## src/design/osr_pkg.sv

```systemverilog
// Shared widths, constants, command struct and rounding helper of the obstacle speed regulator.
`default_nettype none

package osr_pkg;

	// Field widths.
	localparam int DIST_W     = 11;
	localparam int PITCH_W    = 17;
	localparam int SEC_W      = 10;
	localparam int USER_W     = 14;
	localparam int SPEED_W    = 16;
	localparam int ERR_W      = 20;
	localparam int Q_W        = 14;
	localparam int CFG_IDX_W  = 2;
	localparam int CFG_DATA_W = 16;

	// Datapath widths.
	localparam int MAG_W  = 7;
	localparam int QUO_W  = 12;
	localparam int MUL_W  = 21;
	localparam int PROD_W = 2 * MUL_W;
	localparam int ACC_W  = 34;
	localparam int RS_W   = 48;

	// Register indexes of the configuration port.
	localparam logic [CFG_IDX_W-1:0] REG_SECURITY = 2'd0;
	localparam logic [CFG_IDX_W-1:0] REG_USER     = 2'd1;

	localparam logic [SEC_W-1:0]         SEC_RESET  = 10'd100;
	localparam logic signed [USER_W-1:0] USER_RESET = 14'sd410;

	// Distance ratio: |diff| * 4096 / 100, done as a reciprocal multiply.
	localparam logic [DIST_W-1:0]       RATIO_LIMIT = 11'd100;
	localparam logic [18:0]             RATIO_BIAS  = 19'd50;
	localparam logic signed [MUL_W-1:0] RECIP_100   = 21'sd671089;
	localparam int                      RECIP_SHIFT = 26;

	// Q0.16 coefficients and Q.12 unity.
	localparam logic signed [MUL_W-1:0] COEF_PITCH = 21'sd2818;
	localparam logic signed [MUL_W-1:0] COEF_PREV  = 21'sd13631;
	localparam logic signed [MUL_W-1:0] COEF_NEW   = 21'sd3212;
	localparam logic signed [Q_W-1:0]   ONE_Q12    = 14'sd4096;

	localparam logic signed [SPEED_W-1:0] SPEED_MAX = 16'sh7FFF;
	localparam logic signed [SPEED_W-1:0] SPEED_MIN = 16'sh8000;

	// Multiplier operand selection.
	localparam logic [2:0] MUL_NONE  = 3'd0;
	localparam logic [2:0] MUL_RECIP = 3'd1;
	localparam logic [2:0] MUL_PITCH = 3'd2;
	localparam logic [2:0] MUL_BASE  = 3'd3;
	localparam logic [2:0] MUL_PREV  = 3'd4;
	localparam logic [2:0] MUL_NEW   = 3'd5;

	typedef logic signed [DIST_W-1:0]     dist_t;
	typedef logic signed [PITCH_W-1:0]    pitch_t;
	typedef logic signed [SPEED_W-1:0]    speed_t;
	typedef logic [CFG_IDX_W-1:0]         cfg_idx_t;
	typedef logic [CFG_DATA_W-1:0]        cfg_data_t;

	// Commands from the controller to the datapath.
	typedef struct packed {
		logic       load_sample;
		logic [2:0] mul_sel;
		logic       cap_ratio;
		logic       cap_est;
		logic       cap_base;
		logic       cap_acc;
		logic       upd_err;
		logic       sub_acc;
		logic       load_out;
	} osr_cmd_t;

	// Arithmetic right shift that rounds to nearest, halves away from zero.
	function automatic logic signed [RS_W-1:0] round_shift(input logic signed [RS_W-1:0] v,
			input int unsigned sh);
		logic signed [RS_W-1:0] half;
		half = '0;
		half[sh-1] = 1'b1;
		if (v[RS_W-1]) begin
			half = half - RS_W'(1);
		end
		return (v + half) >>> sh;
	endfunction

endpackage

`default_nettype wire

```

## src/design/osr_if.sv

```systemverilog
// Valid/ready channel interfaces for samples, results and configuration writes.
`default_nettype none

interface osr_sample_if import osr_pkg::*; ();
	logic   valid;
	logic   ready;
	dist_t  front_distance;
	pitch_t pitch_angle;

	modport source(output valid, front_distance, pitch_angle, input ready);
	modport sink(input valid, front_distance, pitch_angle, output ready);
endinterface

interface osr_result_if import osr_pkg::*; ();
	logic   valid;
	logic   ready;
	speed_t speed_factor;

	modport source(output valid, speed_factor, input ready);
	modport sink(input valid, speed_factor, output ready);
endinterface

interface osr_cfg_if import osr_pkg::*; ();
	logic      valid;
	logic      ready;
	cfg_idx_t  index;
	cfg_data_t data;

	modport source(output valid, index, data, input ready);
	modport sink(input valid, index, data, output ready);
endinterface

`default_nettype wire

```

## src/design/osr_ctrl.sv

```systemverilog
// Sequencing state machine and result handshake of the obstacle speed regulator.
`default_nettype none

module osr_ctrl import osr_pkg::*; (
	input  wire logic     clk,
	input  wire logic     arst_n,
	input  wire logic     sample_valid,
	output logic          sample_ready,
	output logic          result_valid,
	input  wire logic     result_ready,
	output osr_cmd_t      cmd
);

	localparam logic [2:0] ST_IDLE  = 3'd0;
	localparam logic [2:0] ST_RECIP = 3'd1;
	localparam logic [2:0] ST_PITCH = 3'd2;
	localparam logic [2:0] ST_BASE  = 3'd3;
	localparam logic [2:0] ST_PREV  = 3'd4;
	localparam logic [2:0] ST_NEW   = 3'd5;
	localparam logic [2:0] ST_SUM   = 3'd6;
	localparam logic [2:0] ST_OUT   = 3'd7;

	logic [2:0] state_q;
	logic [2:0] state_d;
	logic       out_valid_q;

	always_comb begin
		state_d      = state_q;
		sample_ready = 1'b0;
		cmd          = '0;
		cmd.mul_sel  = MUL_NONE;
		case (state_q)
			ST_IDLE: begin
				sample_ready = 1'b1;
				if (sample_valid) begin
					cmd.load_sample = 1'b1;
					state_d         = ST_RECIP;
				end
			end
			ST_RECIP: begin
				cmd.mul_sel = MUL_RECIP;
				state_d     = ST_PITCH;
			end
			ST_PITCH: begin
				cmd.cap_ratio = 1'b1;
				cmd.mul_sel   = MUL_PITCH;
				state_d       = ST_BASE;
			end
			ST_BASE: begin
				cmd.cap_est = 1'b1;
				cmd.mul_sel = MUL_BASE;
				state_d     = ST_PREV;
			end
			ST_PREV: begin
				cmd.cap_base = 1'b1;
				cmd.mul_sel  = MUL_PREV;
				state_d      = ST_NEW;
			end
			ST_NEW: begin
				cmd.cap_acc = 1'b1;
				cmd.upd_err = 1'b1;
				cmd.mul_sel = MUL_NEW;
				state_d     = ST_SUM;
			end
			ST_SUM: begin
				cmd.sub_acc = 1'b1;
				state_d     = ST_OUT;
			end
			ST_OUT: begin
				// The output register is reloaded only once its last result is gone.
				if (!out_valid_q || result_ready) begin
					cmd.load_out = 1'b1;
					state_d      = ST_IDLE;
				end
			end
			default: begin
				state_d = ST_IDLE;
			end
		endcase
	end

	always_ff @(posedge clk or negedge arst_n) begin
		if (!arst_n) begin
			state_q     <= ST_IDLE;
			out_valid_q <= 1'b0;
		end else begin
			state_q <= state_d;
			if (cmd.load_out) begin
				out_valid_q <= 1'b1;
			end else if (result_ready) begin
				out_valid_q <= 1'b0;
			end
		end
	end

	assign result_valid = out_valid_q;

	a_accept_starts: assert property (@(posedge clk) disable iff (!arst_n)
		sample_valid && sample_ready |=> state_q == ST_RECIP)
		else $error("accepted sample did not start the sequence");

	a_no_overwrite: assert property (@(posedge clk) disable iff (!arst_n)
		cmd.load_out |-> !out_valid_q || result_ready)
		else $error("pending result overwritten");

	a_result_from_out: assert property (@(posedge clk) disable iff (!arst_n)
		$rose(out_valid_q) |-> $past(state_q) == ST_OUT)
		else $error("result raised outside the output step");

	a_out_holds: assert property (@(posedge clk) disable iff (!arst_n)
		state_q == ST_OUT && !cmd.load_out |=> state_q == ST_OUT)
		else $error("output step left without loading the result");

endmodule

`default_nettype wire

```

## src/design/osr_dp.sv

```systemverilog
// Datapath: configuration registers, regulator state and one shared multiplier.
`default_nettype none

module osr_dp import osr_pkg::*; (
	input  wire logic      clk,
	input  wire logic      arst_n,
	input  wire osr_cmd_t  cmd,
	input  wire dist_t     front_distance,
	input  wire pitch_t    pitch_angle,
	input  wire logic      cfg_we,
	input  wire cfg_idx_t  cfg_index,
	input  wire cfg_data_t cfg_data,
	output speed_t         speed_factor
);

	logic [SEC_W-1:0]         sec_q;
	logic signed [USER_W-1:0] user_q;
	dist_t                    stored_q;
	logic signed [ERR_W-1:0]  prev_err_q;

	pitch_t                   pitch_q;
	logic [MAG_W-1:0]         mag_q;
	logic                     neg_q;
	logic                     sat_q;
	logic signed [Q_W-1:0]    ratio_q;
	logic signed [PITCH_W-1:0] est_q;
	logic signed [Q_W-1:0]    base_q;
	logic signed [ACC_W-1:0]  acc_q;
	logic signed [PROD_W-1:0] prod_q;
	speed_t                   out_q;

	dist_t                    stored_d;
	logic signed [DIST_W:0]   diff;
	logic [DIST_W:0]          mag;
	logic [18:0]              recip_x;
	logic signed [MUL_W-1:0]  a_op;
	logic signed [MUL_W-1:0]  b_op;
	logic signed [ERR_W-1:0]  err_d;
	logic [Q_W-1:0]           ratio_mag;
	logic signed [RS_W-1:0]   est_r;
	logic signed [RS_W-1:0]   base_r;
	logic signed [RS_W-1:0]   out_r;

	// A valid reading is stored; a missing one turns a positive distance into -1.
	always_comb begin
		if (!front_distance[DIST_W-1]) begin
			stored_d = front_distance;
		end else if (stored_q > 0) begin
			stored_d = -DIST_W'(1);
		end else begin
			stored_d = stored_q;
		end
		diff = (DIST_W + 1)'(stored_d) - $signed({2'b00, sec_q});
		mag  = diff[DIST_W] ? $unsigned(-diff) : $unsigned(diff);
	end

	assign recip_x = {mag_q, 12'd0} + RATIO_BIAS;
	assign err_d   = ERR_W'(base_q) - ERR_W'(est_q);

	always_comb begin
		case (cmd.mul_sel)
			MUL_RECIP: begin
				a_op = $signed(MUL_W'(recip_x));
				b_op = RECIP_100;
			end
			MUL_PITCH: begin
				a_op = MUL_W'(pitch_q);
				b_op = COEF_PITCH;
			end
			MUL_BASE: begin
				a_op = MUL_W'(ratio_q);
				b_op = MUL_W'(user_q);
			end
			MUL_PREV: begin
				a_op = MUL_W'(prev_err_q);
				b_op = COEF_PREV;
			end
			MUL_NEW: begin
				a_op = MUL_W'(err_d);
				b_op = COEF_NEW;
			end
			default: begin
				a_op = '0;
				b_op = '0;
			end
		endcase
	end

	assign ratio_mag = sat_q ? ONE_Q12 : Q_W'(prod_q[RECIP_SHIFT +: QUO_W]);
	assign est_r     = round_shift(RS_W'(prod_q), 12);
	assign base_r    = round_shift(RS_W'(prod_q), 12);
	assign out_r     = round_shift(RS_W'(acc_q), 16);

	// Configuration and regulator state.
	always_ff @(posedge clk or negedge arst_n) begin
		if (!arst_n) begin
			sec_q      <= SEC_RESET;
			user_q     <= USER_RESET;
			stored_q   <= '0;
			prev_err_q <= '0;
		end else begin
			if (cfg_we) begin
				case (cfg_index)
					REG_SECURITY: sec_q  <= cfg_data[SEC_W-1:0];
					REG_USER:     user_q <= cfg_data[USER_W-1:0];
					default:      ;
				endcase
			end
			if (cmd.load_sample) begin
				stored_q <= stored_d;
			end
			if (cmd.upd_err) begin
				prev_err_q <= err_d;
			end
		end
	end

	// Working registers.
	always_ff @(posedge clk) begin
		prod_q <= a_op * b_op;
		if (cmd.load_sample) begin
			pitch_q <= pitch_angle;
			neg_q   <= diff[DIST_W];
			sat_q   <= mag[DIST_W-1:0] >= RATIO_LIMIT;
			mag_q   <= mag[MAG_W-1:0];
		end
		if (cmd.cap_ratio) begin
			ratio_q <= neg_q ? -$signed(ratio_mag) : $signed(ratio_mag);
		end
		if (cmd.cap_est) begin
			est_q <= est_r[PITCH_W-1:0];
		end
		if (cmd.cap_base) begin
			if (base_r > RS_W'(ONE_Q12)) begin
				base_q <= ONE_Q12;
			end else if (base_r < -RS_W'(ONE_Q12)) begin
				base_q <= -ONE_Q12;
			end else begin
				base_q <= base_r[Q_W-1:0];
			end
		end
		if (cmd.cap_acc) begin
			acc_q <= prod_q[ACC_W-1:0] + {{(ACC_W - Q_W - 16){base_q[Q_W-1]}}, base_q, 16'd0};
		end else if (cmd.sub_acc) begin
			acc_q <= acc_q - prod_q[ACC_W-1:0];
		end
		if (cmd.load_out) begin
			if (out_r > RS_W'(SPEED_MAX)) begin
				out_q <= SPEED_MAX;
			end else if (out_r < RS_W'(SPEED_MIN)) begin
				out_q <= SPEED_MIN;
			end else begin
				out_q <= out_r[SPEED_W-1:0];
			end
		end
	end

	assign speed_factor = out_q;

endmodule

`default_nettype wire

```

## src/design/obstacle_speed_regulator_core.sv

```systemverilog
// Top level of the obstacle speed regulator: channels, controller and datapath.
//
// Each sample transfer carries a front distance in cm (negative when the sensor has no
// reading) and a pitch angle in Q8.8 degrees, and produces exactly one speed factor
// transfer in Q3.12, saturated to 16 bits. The block keeps the last valid distance and
// the previous control error across samples; both clear on reset, which also sets the
// security distance (100 cm) and the user command (410, about 0.1), which the user must
// write through the configuration channel at indexes 0 and 1 only while no sample is in
// flight; the block itself does not enforce this. Other indexes are accepted and ignored,
// and the configuration channel is always ready. One sample occupies the block from
// its transfer until its result is loaded. The shared 21x21 multiplier computes in turn the
// distance ratio (a reciprocal multiply standing in for the division by 100), the pitch
// estimate, the base command, and the two error terms, each product registered before it
// is rounded and used. The next sample transfer is taken as soon as the result sits in
// the output register, so a waiting result does not hold back the input; a result that
// is still not taken when the following one is ready stalls the sequence in its last step.
`default_nettype none

module obstacle_speed_regulator_core import osr_pkg::*; (
	input  wire logic   clk,
	input  wire logic   arst_n,
	osr_sample_if.sink  sample,
	osr_result_if.source result,
	osr_cfg_if.sink     cfg
);

	osr_cmd_t cmd;
	logic     cfg_we;

	// Configuration writes complete in the cycle they are offered.
	assign cfg.ready = 1'b1;
	assign cfg_we    = cfg.valid & cfg.ready;

	osr_ctrl u_ctrl (
		.clk          (clk),
		.arst_n       (arst_n),
		.sample_valid (sample.valid),
		.sample_ready (sample.ready),
		.result_valid (result.valid),
		.result_ready (result.ready),
		.cmd          (cmd)
	);

	osr_dp u_dp (
		.clk            (clk),
		.arst_n         (arst_n),
		.cmd            (cmd),
		.front_distance (sample.front_distance),
		.pitch_angle    (sample.pitch_angle),
		.cfg_we         (cfg_we),
		.cfg_index      (cfg.index),
		.cfg_data       (cfg.data),
		.speed_factor   (result.speed_factor)
	);

endmodule

`default_nettype wire

```

## src/flat_wrapper.sv

```systemverilog
// flat-port wrapper written by rule: the top's interface ports become plain ports
module obstacle_speed_regulator_core_flat import osr_pkg::*;
  (clk, arst_n, sample_valid, sample_front_distance, sample_pitch_angle, sample_ready, result_valid, result_speed_factor, result_ready, cfg_valid, cfg_index, cfg_data, cfg_ready);
  osr_sample_if sample_i ();
  osr_result_if result_i ();
  osr_cfg_if cfg_i ();
  input  wire logic clk;
  input  wire logic arst_n;
  input wire logic [$bits(sample_i.valid)-1:0] sample_valid;
  input wire logic [$bits(sample_i.front_distance)-1:0] sample_front_distance;
  input wire logic [$bits(sample_i.pitch_angle)-1:0] sample_pitch_angle;
  output wire logic [$bits(sample_i.ready)-1:0] sample_ready;
  output wire logic [$bits(result_i.valid)-1:0] result_valid;
  output wire logic [$bits(result_i.speed_factor)-1:0] result_speed_factor;
  input wire logic [$bits(result_i.ready)-1:0] result_ready;
  input wire logic [$bits(cfg_i.valid)-1:0] cfg_valid;
  input wire logic [$bits(cfg_i.index)-1:0] cfg_index;
  input wire logic [$bits(cfg_i.data)-1:0] cfg_data;
  output wire logic [$bits(cfg_i.ready)-1:0] cfg_ready;
  assign sample_i.valid = sample_valid;
  assign sample_i.front_distance = sample_front_distance;
  assign sample_i.pitch_angle = sample_pitch_angle;
  assign sample_ready = sample_i.ready;
  assign result_valid = result_i.valid;
  assign result_speed_factor = result_i.speed_factor;
  assign result_i.ready = result_ready;
  assign cfg_i.valid = cfg_valid;
  assign cfg_i.index = cfg_index;
  assign cfg_i.data = cfg_data;
  assign cfg_ready = cfg_i.ready;
  obstacle_speed_regulator_core u_core (.clk(clk), .arst_n(arst_n), .sample(sample_i), .result(result_i), .cfg(cfg_i));
endmodule
```

## config.mk

```make
export PLATFORM = sky130hd
export DESIGN_NAME = obstacle_speed_regulator_core_flat
export DESIGN_NICKNAME = d
export VERILOG_FILES = /design/src/design/osr_pkg.sv /design/src/design/osr_if.sv /design/src/design/osr_ctrl.sv /design/src/design/osr_dp.sv /design/src/design/obstacle_speed_regulator_core.sv /design/src/flat_wrapper.sv
export SDC_FILE = /design/constraint.sdc
export NUM_CORES = 2
export LEC_CHECK = 0
export BUFFER_PORTS_ARGS = -buffer_cell sky130_fd_sc_hd__buf_2
export CORE_MARGIN = 2
export CORE_UTILIZATION = 30
export DETAILED_ROUTE_END_ITERATION = 8
export GPL_ROUTABILITY_DRIVEN = 0
export GPL_TIMING_DRIVEN = 0
export PLACE_DENSITY = 0.46
export SETUP_SLACK_MARGIN = 0.2
export SYNTH_ARGS = -nofsm -noshare
export SYNTH_HDL_FRONTEND = slang
export SYNTH_SLANG_ARGS = --single-unit
export TNS_END_PERCENT = 100
```

## constraint.sdc

```tcl
create_clock -name clk -period 8.8 [get_ports clk]
set_input_delay 1.32 -clock clk [delete_from_list [all_inputs] [get_ports clk]]
set_output_delay 1.32 -clock clk [all_outputs]
set_load 0.005 [all_outputs]
```

-- Yosys cells after proc, flatten, opt, wreduce, memory -nomap -nowiden
Cells that the tools add are included.
- add/subtract/negate cells: 9
- $mul: 1
- order comparisons: 6
- eq/ne operators: 15
- multiplexer cells: 29
- reduce and logical (&&, ||, !) cells: 10
- operator list (cell ; number):
    $pmux W21 S5 ; 2
    $mux W34 ; 2
    $add A42 B13 Y43 ; 1
    $mul A21 B21 Y42 ; 1
    $add A34 B17 Y35 ; 1
    $add A34 B34 Y34 ; 1
    $sub A34 B34 Y34 ; 1
    $mux W11 ; 3
    $mux W16 ; 2
    $gt A31 B14 Y1 const B ; 1
    $lt A31 B13 Y1 const B ; 1
    $mux W14 ; 2
    $pmux W3 S8 ; 1
    $add A19 B6 Y19 const B ; 1
    $gt A19 B16 Y1 const B ; 1
    $lt A19 B16 Y1 const B ; 1
    $eq A3 B3 Y1 const B ; 6
    $sub A14 B17 Y18 ; 1
    $pmux W3 S5 ; 1
    $neg A13 Y14 ; 1
    $mux W13 ; 1
    $eq A3 B2 Y1 const B ; 4
    $mux W12 ; 1
    $sub A11 B11 Y12 ; 1
    16 further kinds ; 32
- register bits after elaboration: 222
- word-level logic and storage cells: 87

-- Depth between registers and ports, before layout
- depth after elaboration: 7
- depth in mapped cells: 38

-- Modules after synthesis
Synthesis repeated with hierarchy kept, for this count alone.
- cell total of the unflattened synthesis: 3129
- area total of the unflattened synthesis: 29349.4 um^2
- by module, submodules not included (module ; instances ; cells each ; area each (um^2) ; sequential area each (um^2)):
    osr_dp ; 1 ; 3086 ; 28975.3 ; 5810.6
    osr_ctrl ; 1 ; 41 ; 362.8 ; 100.1
    obstacle_speed_regulator_core ; 1 ; 2 ; 11.3 ; 0.0

-- Least setup slack after synthesis
OpenSTA, ideal clock, no wires.
- path type: reg-to-reg
- start: reg u_core.u_dp.est_q[1]
- end: reg u_core.u_dp.prod_q[40]
- setup time: 0.123 ns
- data arrival time: 9.000 ns
- setup slack: -0.324 ns
- stages on the path, launching flop included: 37
- buffers on the path: 2
- cell sequence: edfxtp_1 > inv_1 > ha_1 > nor2b_1 > o21a_1 > o21ai_0 > a21oi_1 > a31o_2 > a211oi_1 > a21oi_1 > o21ai_0 > clkbuf_1 > clkbuf_1 > nand2_1 > fa_1 > inv_1 > fa_1 > inv_1 > fa_1 > inv_1 > fa_1 > fa_1 > fa_1 > inv_1 > fa_1 > inv_1 > ha_1 > a2111oi_0 > o21ai_0 > a2111oi_0 > nor3b_1 > nand2_1 > o21ai_0 > a221o_1 > a2111oi_0 > o21bai_1 > xor2_1
- longest elaborated chain between the ends: 3
- RTL lines (what ; RTL line ; RTL):
    from (decl) ; osr_dp.sv:26 ; logic signed [PITCH_W-1:0] est_q;
    from (signal assigned) ; osr_dp.sv:131 ; est_q <= est_r[PITCH_W-1:0];
    $sub A14 B17 Y18 ; osr_dp.sv:58 ; assign err_d = ERR_W'(base_q) - ERR_W'(est_q);
    $pmux W21 S5 ; osr_dp.sv:61 ; case (cmd.mul_sel)
    $mul A21 B21 Y42 ; osr_dp.sv:120 ; prod_q <= a_op * b_op;
    to (signal assigned) ; osr_dp.sv:120 ;
    to (decl) ; osr_dp.sv:29 ; logic signed [PROD_W-1:0] prod_q;
Every way passes these cells.
A chain may end at the register's enable or synchronous reset.

-- Worst setup path in the final report
- start: reg u_core.u_dp.base_q[0]
- end: reg u_core.u_dp.prod_q[40]
- longest elaborated chain between the ends: 3
- RTL lines (what ; RTL line ; RTL):
    from (decl) ; osr_dp.sv:27 ; logic signed [Q_W-1:0] base_q;
    from (signal assigned) ; osr_dp.sv:137 ; base_q <= -ONE_Q12;
    from (signal assigned) ; osr_dp.sv:139 ; base_q <= base_r[Q_W-1:0];
    $sub A14 B17 Y18 ; osr_dp.sv:58 ;
    $pmux W21 S5 ; osr_dp.sv:61 ;
    $mul A21 B21 Y42 ; osr_dp.sv:120 ;
Every way passes these cells.

==> impl_metrics.py <==
metrics = {
    "status": {
        "status": "finished, violations left",
        "violations": "setup timing",
    },
    "drt": {
        "wl_met2_mm": 43.70,
        "dr_wl_met3_mm": 5.884,
        "wl_per_cell_um": 20.32,
        "wl_met1_mm": 42.55,
        "drt_iter0_drc": 1596,
        "drcViolationCount": 0,
        "viasPerCell": 4.864,
        "vias": 22670,
        "routed_wl_mm": 94.70,
        "ant_nets": 0,
        "firstDrtPassIters": 5,
        "highest_layer": "met4",
    },
    "clocking": {
        "cts_buffer_depth": 3,
        "ctsHoldBuffers": 0,
        "numCtsBuffers": 25,
        "cts-root-buf": "clkbuf_16",
        "cts_tree": "done",
        "clock_sinks": 220,
        "cts.reportedPaths.clkPinSlew_ps": 70,
        "htree_num_levels": 1,
        "clk_latency_ps": 550,
    },
    "synthesis": {
        "synth_cell_types": 75,
        "synthesis.area_sq_um": 29190,
        "async_flop_share_pct": 25.91,
        "synthCells": 3189,
        "ys_ff_latch": 220,
        "yosysSeqAreaShare_pct": 20.25,
        "avgSynthCellArea_sq_um": 9.153,
        "synth_edf_count": 121,
        "synth_nets": 3899,
        "yosysWarnings": 0,
        "synth_flop_cell": "edfxtp_1",
    },
    "min_path": {
        "whs_path_depth": 2,
        "min_to": "u_core.u_dp.prev_err_q[7]",
        "hold_class": "reg -> reg",
        "hold_start": "u_core.u_dp.prev_err_q[7]",
    },
    "global_route": {
        "grt_pass1_wl_mm": 142.7,
        "grt_pass1_vias": 23090,
        "overflow": 0,
        "grt_max_degree": 58,
        "grt_use_total_pct": 19.15,
        "antenna_found_initial": 0,
    },
    "setup_path": {
        "crit_path_end_kind": "flip-flop",
        "cp_common_cell": "fa_1",
        "crit_path_top_delay_cell": "fa_1",
        "path_max_fanout": 4,
        "reg2reg_to": "u_core.u_dp.prod_q[40]",
        "arrival_ps": 9400,
        "cp.required_ps": 9220,
        "start_kind": "flip-flop",
        "r2r_cells": 37,
        "rr_startpoint": "u_core.u_dp.base_q[0]",
        "critPathKind": "reg -> reg",
        "critPathMaxStageDelay_ps": 560,
        "r2r_slack_ps": -180,
    },
    "floorplanning": {
        "initial_core_util_pct": 30.23,
        "dieArea_sq_um": 99810,
        "core-area_sq_um": 96570,
        "die_h_um": 315.9,
        "rows": 114,
        "io_pins": 70,
        "die_w_um": 315.9,
    },
    "placed_design": {
        "dp_hpwl_mm": 77.74,
        "io_buffers": 66,
    },
    "layout": {
        "seq_area_sq_um": 5911,
        "multi_input_area_sq_um": 21530,
        "drive_gt1_share_pct": 13.89,
        "fill_cells": 10030,
        "layout.nets": 4076,
        "synthToLayoutAreaGrowth_pct": 16.33,
    },
    "timing": {
        "skew_ps": 15.96,
        "slew_violations": 0,
        "worstMarginPinSlew_ps": 1152,
        "finalSetupViolations": 4,
        "fin_setup_tns_ps": -314.9,
        "fin_crit_ps": 8976,
        "setup_ws_ps": -175.8,
        "min_period_over_period_pct": 102.0,
        "rsz0062_at_grt": "yes",
        "hold_viol_final": 0,
        "relSlewSlack_pct": 23.05,
        "clock.fmax_mhz": 111.4,
    },
    "job": {
        "cap_violations": 0,
    },
}
==> critical path, delay by kind of cell, from the launching register on <==
kind,cells,cell delay (ps)
AO/OA/AOI/OAI,14,2970
XOR/XNOR,2,360
adder cells (fa/ha/maj),10,4240
buffers and inverters,7,450
flip-flops,1,400
AND/OR/NAND/NOR,4,450
==> flip-flops by register name (all words and copies together), names as in the netlist <==
| signal | count |
|---|---|
| u_core.u_dp.prev_err_q | 18 |
| u_core.u_ctrl.result_valid | 1 |
| u_core.u_dp.base_q | 14 |
| u_core.u_dp.acc_q | 34 |
| u_core.u_ctrl.state_q | 3 |
| u_core.u_dp.stored_q | 11 |
| u_core.u_dp.neg_q | 1 |
| u_core.u_dp.ratio_q | 14 |
| u_core.u_dp.prod_q | 42 |
| u_core.u_dp.sat_q | 1 |
| u_core.u_dp.pitch_q | 17 |
| u_core.u_dp.user_q | 14 |
| u_core.u_dp.mag_q | 7 |
| u_core.u_dp.sec_q | 10 |
| u_core.u_dp.est_q | 17 |
| u_core.u_dp.speed_factor | 16 |
==> stage by stage <==
step | util [%] | setup slack [ps] | cell area, sq um | cells | hold slack, ps
2_1_floorplan | - | 110.6 | 29240 | 3189 | 445.0
3_3_place_gp | 32.28 | -2269 | 31170 | 4531 | 457.5
3_5_place_dp | 32.40 | -1984 | 31290 | 4536 | 461.8
4_1_cts | 34.82 | -251.0 | 33620 | 4649 | 479.1
5_1_grt | 35.16 | -489.6 | 33950 | 4660 | 498.7
6_report | 35.16 | -175.8 | 33960 | 4661 | 478.2
==> final cells by class <==
type                            count  share of cell area (%)
Antenna cell                        1                0.007370
Buffer                             95                   1.463
Clock buffer                       31                   2.156
Clock inverter                     14                  0.3574
Inverter                          656                   7.285
Multi-Input combinational cell   2219                   63.41
Sequential cell                   220                   17.41
Tap cell                         1276                   4.702
Timing Repair Buffer              149                   3.213
==> worst max-delay path by stage <==
stage	from	end	slack, ps
after floorplan	u_core.u_dp.est_q[0]	u_core.u_dp.prod_q[40]	110
after global placement	u_core.u_dp.base_q[0]	u_core.u_dp.prod_q[39]	-2270
after detailed placement	u_core.u_ctrl.state_q[1]	u_core.u_dp.prod_q[39]	-1980
after CTS	u_core.u_dp.base_q[1]	u_core.u_dp.prod_q[40]	-250
after global routing	u_core.u_dp.base_q[0]	u_core.u_dp.prod_q[40]	-490
final	u_core.u_dp.base_q[0]	u_core.u_dp.prod_q[40]	-180
==> cell families (layout without fill, tap and decap cells) <==
| group | after synthesis | count (layout) | synth area share (%) |
|---|---|---|---|
| flip-flops | 220 | 220 | 20.25 |
| buffers and inverters | 751 | 945 | 9.696 |
| other | 1 | 2 | 0.01285 |
| XOR/XNOR | 145 | 145 | 4.351 |
| AO/OA/AOI/OAI | 519 | 519 | 11.27 |
| AND/OR/NAND/NOR | 850 | 851 | 13.15 |
| adder cells (fa/ha/maj) | 659 | 659 | 39.67 |
| multiplexers | 44 | 44 | 1.607 |
==> what timing repair did <==
action	4_1_cts	5_1_grt
pin swaps	113	38
setup buffers	67	11
endpoints found under the setup margin	31	25
resized for setup	241	55
gates cloned	1	0
==> per-layer routing <==
| metal | vias to the layer above | global-route usage, % |
|---|---|---|
| li1 | 10580 | - |
| met1 | 11360 | 26.50 |
| met2 | 617 | 31.01 |
| met3 | 112 | 3.614 |
| met4 | 0 | 4.341 |
| met5 | - | 0 |
==> cell usage in the layout (no fill, tap or decap), types with 11 or more instances in the layout <==
cell type | synthesis | final
nor3_1 | 45 | 41
dfxtp_1 | 42 | 42
a21oi_1 | 155 | 131
o22a_1 | 16 | 11
edfxtp_1 | 121 | 121
inv_2 | 1 | 13
clkbuf_1 | 88 | 49
xnor2_1 | 107 | 98
nand3_1 | 41 | 40
nor2_2 | 10 | 19
a21o_1 | 51 | 49
buf_6 | 1 | 11
nand2b_1 | 31 | 29
nor2b_1 | 34 | 31
xor2_1 | 38 | 36
mux2_2 | 23 | 23
mux2i_1 | 21 | 17
dfrtp_1 | 49 | 49
nand2_1 | 330 | 310
clkbuf_2 | 0 | 30
clkbuf_16 | 0 | 30
fa_1 | 444 | 437
a31oi_1 | 16 | 12
a211oi_1 | 21 | 17
o21ai_0 | 109 | 93
buf_2 | 0 | 68
o21a_1 | 25 | 23
nand4_1 | 22 | 22
o22ai_1 | 19 | 12
inv_1 | 654 | 639
and2_1 | 25 | 22
ha_4 | 0 | 15
o31ai_1 | 12 | 12
nor2_1 | 241 | 229
nand2_2 | 0 | 14
a21oi_2 | 0 | 18
or3_1 | 19 | 18
buf_4 | 1 | 67
ha_1 | 215 | 198
==> synth_stat cells (11+ instances only) <==
master,count,area share [%]
mux2i_1,21,0.72
nand2_1,330,4.2
o21a_1,25,0.64
ha_1,215,9.2
edfxtp_1,121,12
nor2_1,241,3.1
inv_1,654,8.4
or3_1,19,0.41
o21bai_1,11,0.28
nand4_1,22,0.47
and3_1,11,0.24
nand2b_1,31,0.66
a21oi_1,155,2.7
and2_1,25,0.54
o21ai_0,109,1.9
mux2_2,23,0.89
xnor2_1,107,3.2
xor2_1,38,1.1
a31oi_1,16,0.34
o31ai_1,12,0.31
fa_1,444,30
nor3_1,45,0.77
clkbuf_1,88,1.1
a21o_1,51,1.3
nand3_1,41,0.70
o22a_1,16,0.48
nor2b_1,34,0.73
o22ai_1,19,0.41
a211oi_1,21,0.54
dfrtp_1,49,4.2
dfxtp_1,42,2.9
Power is not shown: default switching activity piles up to over one toggle a cycle in this logic, so the estimate is an artifact.
